$ cat config.mk
export PLATFORM = sky130hd
export DESIGN_NAME = ffba_table
export DESIGN_NICKNAME = d
export VERILOG_FILES = /design/src/ffba_pkg.sv /design/src/ffba_table.sv
export SDC_FILE = /design/constraint.sdc
export NUM_CORES = 2
export LEC_CHECK = 0
export BUFFER_PORTS_ARGS = -buffer_cell sky130_fd_sc_hd__clkbuf_2
export CORE_ASPECT_RATIO = 0.9
export CORE_MARGIN = 1.5
export CORE_UTILIZATION = 57
export CTS_CLUSTER_SIZE = 10
export DETAILED_ROUTE_END_ITERATION = 8
export PLACE_DENSITY = 0.76
export SYNTH_ARGS = -nofsm -noshare
export SYNTH_HDL_FRONTEND = slang
export SYNTH_MEMORY_MAX_BITS = 65536
export SYNTH_SLANG_ARGS = --single-unit
$ cat constraint.sdc
create_clock -name clk -period 7.2 [get_ports clk]
set_clock_uncertainty 0.05 [all_clocks]
set_input_delay 1.8 -clock clk [delete_from_list [all_inputs] [get_ports clk]]
set_output_delay 1.8 -clock clk [all_outputs]
set_load 0.02 [all_outputs]
$ cat src/ffba_pkg.sv
// Shared constants, codes and types of the first-fit block allocator.
`default_nettype none
package ffba_pkg;

  // Table geometry and block header size
  localparam int unsigned MAX_BLOCKS   = 64;
  localparam int unsigned IDX_W        = $clog2(MAX_BLOCKS);
  localparam int unsigned CNT_W        = IDX_W + 1;
  localparam logic [31:0] HEADER_BYTES = 32'd24;

  // Reset values of the configuration registers
  localparam logic [31:0] HEAP_START_RST = 32'd4096;
  localparam logic [31:0] HEAP_END_RST   = 32'd1048576;

  // Configuration register indexes
  localparam int unsigned CFG_IDX_W = 8;
  localparam logic [CFG_IDX_W-1:0] CFG_HEAP_START = 8'd0;
  localparam logic [CFG_IDX_W-1:0] CFG_HEAP_END   = 8'd1;

  // Operation codes (the unused code behaves as allocate)
  localparam logic [1:0] OP_ALLOC   = 2'd0;
  localparam logic [1:0] OP_RELEASE = 2'd1;
  localparam logic [1:0] OP_RESIZE  = 2'd2;

  // Status codes
  localparam logic [2:0] ST_OK      = 3'd0;
  localparam logic [2:0] ST_NOSPACE = 3'd1;
  localparam logic [2:0] ST_ZERO    = 3'd2;
  localparam logic [2:0] ST_UNKNOWN = 3'd3;
  localparam logic [2:0] ST_DOUBLE  = 3'd4;

  // One table entry: user address (header address plus header), length, free mark
  typedef struct packed {
    logic [31:0] user;
    logic [31:0] length;
    logic        free;
  } entry_t;

endpackage : ffba_pkg
`default_nettype wire

$ cat src/ffba_table.sv
// Block table memory: one write port, one registered read port.
`default_nettype none
module ffba_table
  import ffba_pkg::*;
(
  input  wire              clk,
  input  wire              we,
  input  wire  [IDX_W-1:0] waddr,
  input  wire  entry_t     wdata,
  input  wire  [IDX_W-1:0] raddr,
  output entry_t           rdata
);

  entry_t mem [MAX_BLOCKS];
  entry_t rdata_r;

  // Write port
  always_ff @(posedge clk) begin
    if (we) begin
      mem[waddr] <= wdata;
    end
  end

  // Registered read port
  always_ff @(posedge clk) begin
    rdata_r <= mem[raddr];
  end

  assign rdata = rdata_r;

endmodule : ffba_table
`default_nettype wire

After elaboration in Yosys (flattened, before gate mapping) --
Memories as Yosys holds them, arrays and structs flattened. A register that Yosys moved wholly into a read port is not among the register bits. Cells that the tools add are included.
Operators by class: mux-type cells 2
Operators by type and width (count):
- $mux W1 | 2
Word-level totals: flip-flop bits (word level) 0, RAM bits 4160, input port bits 79, output and inout bits 65, logic and storage cells 3, memories 1
Memory list:
- mem | depth 64, bits a word 65, rd ports 1, clocked after memory_dff 1, write ports 1, line ffba_table.sv:14 | entry_t mem [MAX_BLOCKS];

Depth between registers and ports, before layout --
word-level depth 2, mapped depth 9, gate-level depth less buffers 4

Least setup slack after synthesis --
No wires, ideal clock.
path type input port to flip-flop, start in waddr[3], end mem mem[48][0] in the netlist's numbering (enable), library setup time 0.568 ns, arrival time 6.739 ns, required time 6.582 ns, path slack -0.156 ns, stages on the path 4, buffers on the path 1, cell sequence clkbuf_1 -> nor2b_1 -> nand4b_1 -> nor3_1
RTL lines:
- start: declaration | line ffba_table.sv:8 | input wire [IDX_W-1:0] waddr,
- end: declaration | line ffba_table.sv:14
Straight into the memory's write port.

Worst setup path in the final report --
start in waddr[2], end mem mem[21][54] in the netlist's numbering (enable)
Straight into the memory's write port.

==> run metrics <==
status=finished clean; Seq pwr share=53.5%; clock buffer count from CTS=465; grt ovf=0; number of global-route vias before repair=80.5k; Syn Nets=6685; Post-DP Area=165000 um2; internal power=40.2 mW; CTS root buffer=clkbuf_16; hold buffer count at cts=0; M3 GR Usage=9.12%; Top FF cell, synth=edfxtp_1; post-detailed-routing wire length=450000 um; core region area=276000 um2; largest family of logic cells by synthesized area=multiplexers; compound-gate portion of the synthesized area=2.72%; Layout Nets=7170; GRT Util Overall=32.3%; crit start category=input pin; crit path DAT=4850 ps; antenna viol nets, final=0; grt met2 use=49.3%; synth top area cells=edfxtp_1, mux4_2, a22oi_1; clk_lat worst skew=960 ps; post-route setup TNS=0 ps; die area=281000 um2; Mapped Area=158000 um2; PwrDens=287 nW/um2; RSZ-0062 raised after global routing=false; Final Wtd Congestion=0.832; H-tree Lvls=5; Worst Path Required=7650 ps; GR Layer Usage met1=43.5%; global-route wire length before repair=625000 um; Logic pwr share=4.8%; IO Pins=144; Max Slew Vio Count=0; fmax=228 MHz; average cell area after synthesis=24.0 um2; Post-Syn Instances=6606; PortBufs=143; final hold slack=776 ps; leakage power=55.4 nW; DIE HEIGHT=503 um; Iter 0 DRT Violations=14.2k; top cell type by total area after synthesis=edfxtp_1; GR peak layer=met2; CP Capture Type=register; most frequent cells in the layout=edfxtp_1, mux4_2, clkbuf_16; layout cells sized above 1=27.1%; mux contribution to synthesized area=15.4%; row count=183; most common cell after layout, fill and taps aside=edfxtp_1; Post-CTS Setup Inserts=0; Post-Synth XOR/XNOR Area=0%; CTS tree=built; Async SR Flop Fraction=0%; largest net degree at the start of global routing=116; synthesized flop and latch total=4225; worst slew margin relative to its limit=2.52%; fraction of the mapped netlist area in adder cells=0%; hpwl dp=229000 um; area delta synth->final=12.6%; Tcrit/Tclk final=61.0%; initial antenna violation count=23; synth warn=0; post_cts resized=0; Post-Synth Simple-Gate Area=0.911%; clock input transition at the sequential cells of the worst setup and hold paths=60 ps; DRC=0; top cell type's share of synthesized area=78.9%; Unique masters post-synth=27; vias per cell=7.21; Detailed Routing Iterations Pass 1=6; DR WL/cell=40.4 um; Post-synth EDFFs=4160; endpoints failing hold=0; clock tree buffer depth=4; vias after detailed routing=80.3k; fin area=178000 um2; Clk pwr share=41.7%; starting density of the core=57.3%; final setup violation count=0; Psw=11.0 mW; WS Path Type=in -> reg; Die Wd=559 um; Final Critical Period=4390 ps; Hold Path Class=reg -> reg; sw frac=21.4%; slew at the pin closest to its max-slew limit=1460 ps; CTS Sinks=4225; number of max-cap violations=0; peak supply drop=244 uV; post-synthesis sequential area ratio=79.7%; Crit Path Max Fanout=27
==> metal layers <==
layer	share of wire, %	up-vias
li1	-	29700
met1	33	41900
met2	46	7411
met3	15	1299
met4	5.6	22
met5	0.038	-
==> power by group through the flow <==
stage | combinational, mW | clock (mW) | sequential (mW)
after floorplan | 1.26 | 0 | 27.9
after global routing | 2.52 | 22.4 | 27.4
after detailed placement | 2.37 | 0 | 27.9
after global placement | 2.31 | 0 | 27.9
final | 2.44 | 21.3 | 27.4
after CTS | 2.41 | 21.4 | 27.4
==> worst paths after layout <==
path / start / end / slack (ps) / cells past startpoint
min reg2reg: mem[15][39] / rdata[39] / 780 / 4
max reg2reg: mem[7][31] / rdata[31] / 4950 / 4
max: waddr[2] / mem[21][54] / 2810 / 6
min: mem[15][39] / rdata[39] / 780 / 4
==> logic make-up after synthesis <==
group / after synthesis
buffers and inverters: 377
muxes: 1143
AOI/OAI and AO/OA: 566
and+or+nand+nor: 295
DFF: 4225
==> cell usage after synthesis, types with 3 or more instances <==
cell type / count
edfxtp_1: 4160
mux4_2: 1040
a22oi_1: 260
buf_2: 186
o22ai_1: 130
clkbuf_1: 120
nand3_1: 115
nor2_1: 112
mux2i_1: 103
a211oi_1: 65
dfxtp_1: 65
o211a_1: 65
o221ai_1: 46
buf_4: 37
nand3b_1: 25
buf_1: 18
buf_6: 16
nand2b_1: 9
nor2b_1: 9
nand2_1: 8
or3b_2: 4
and2_1: 3
or3_1: 3
==> worst max-delay path: stages <==
cell and delay, ps:
clkbuf_2 310, nor2b_1 300, nand3_1 600, nor2_4 400, buf_4 560, buf_4 810
==> registers in the layout, summed over array words and instances, names as in the netlist <==
name and count:
mem 4160, rdata 65
==> area by class of cell <==
class / instances / area [um2]
well taps: 3700 / 4630
clock inverters: 17 / 350
diodes: 12 / 30.0
flip-flops and latches: 4225 / 126000
repair buffers: 395 / 3410
fillers: 16900 / 97800
multi-input cells: 2004 / 30800
clock buffers: 782 / 12900
==> stage by stage <==
step                      total power, mW  setup WS (ps)  util, %  std cells
after floorplan                      29.1           1280        -       6606
final                                51.2           2810     64.6      11100
after global placement               30.2           2250     59.8      10300
after global routing                 52.3           2850     64.6      11100
after CTS                            51.2           3020     64.6      11100
after detailed placement             30.3           2070     59.8      10300
Power figures use the tool's default switching activity.
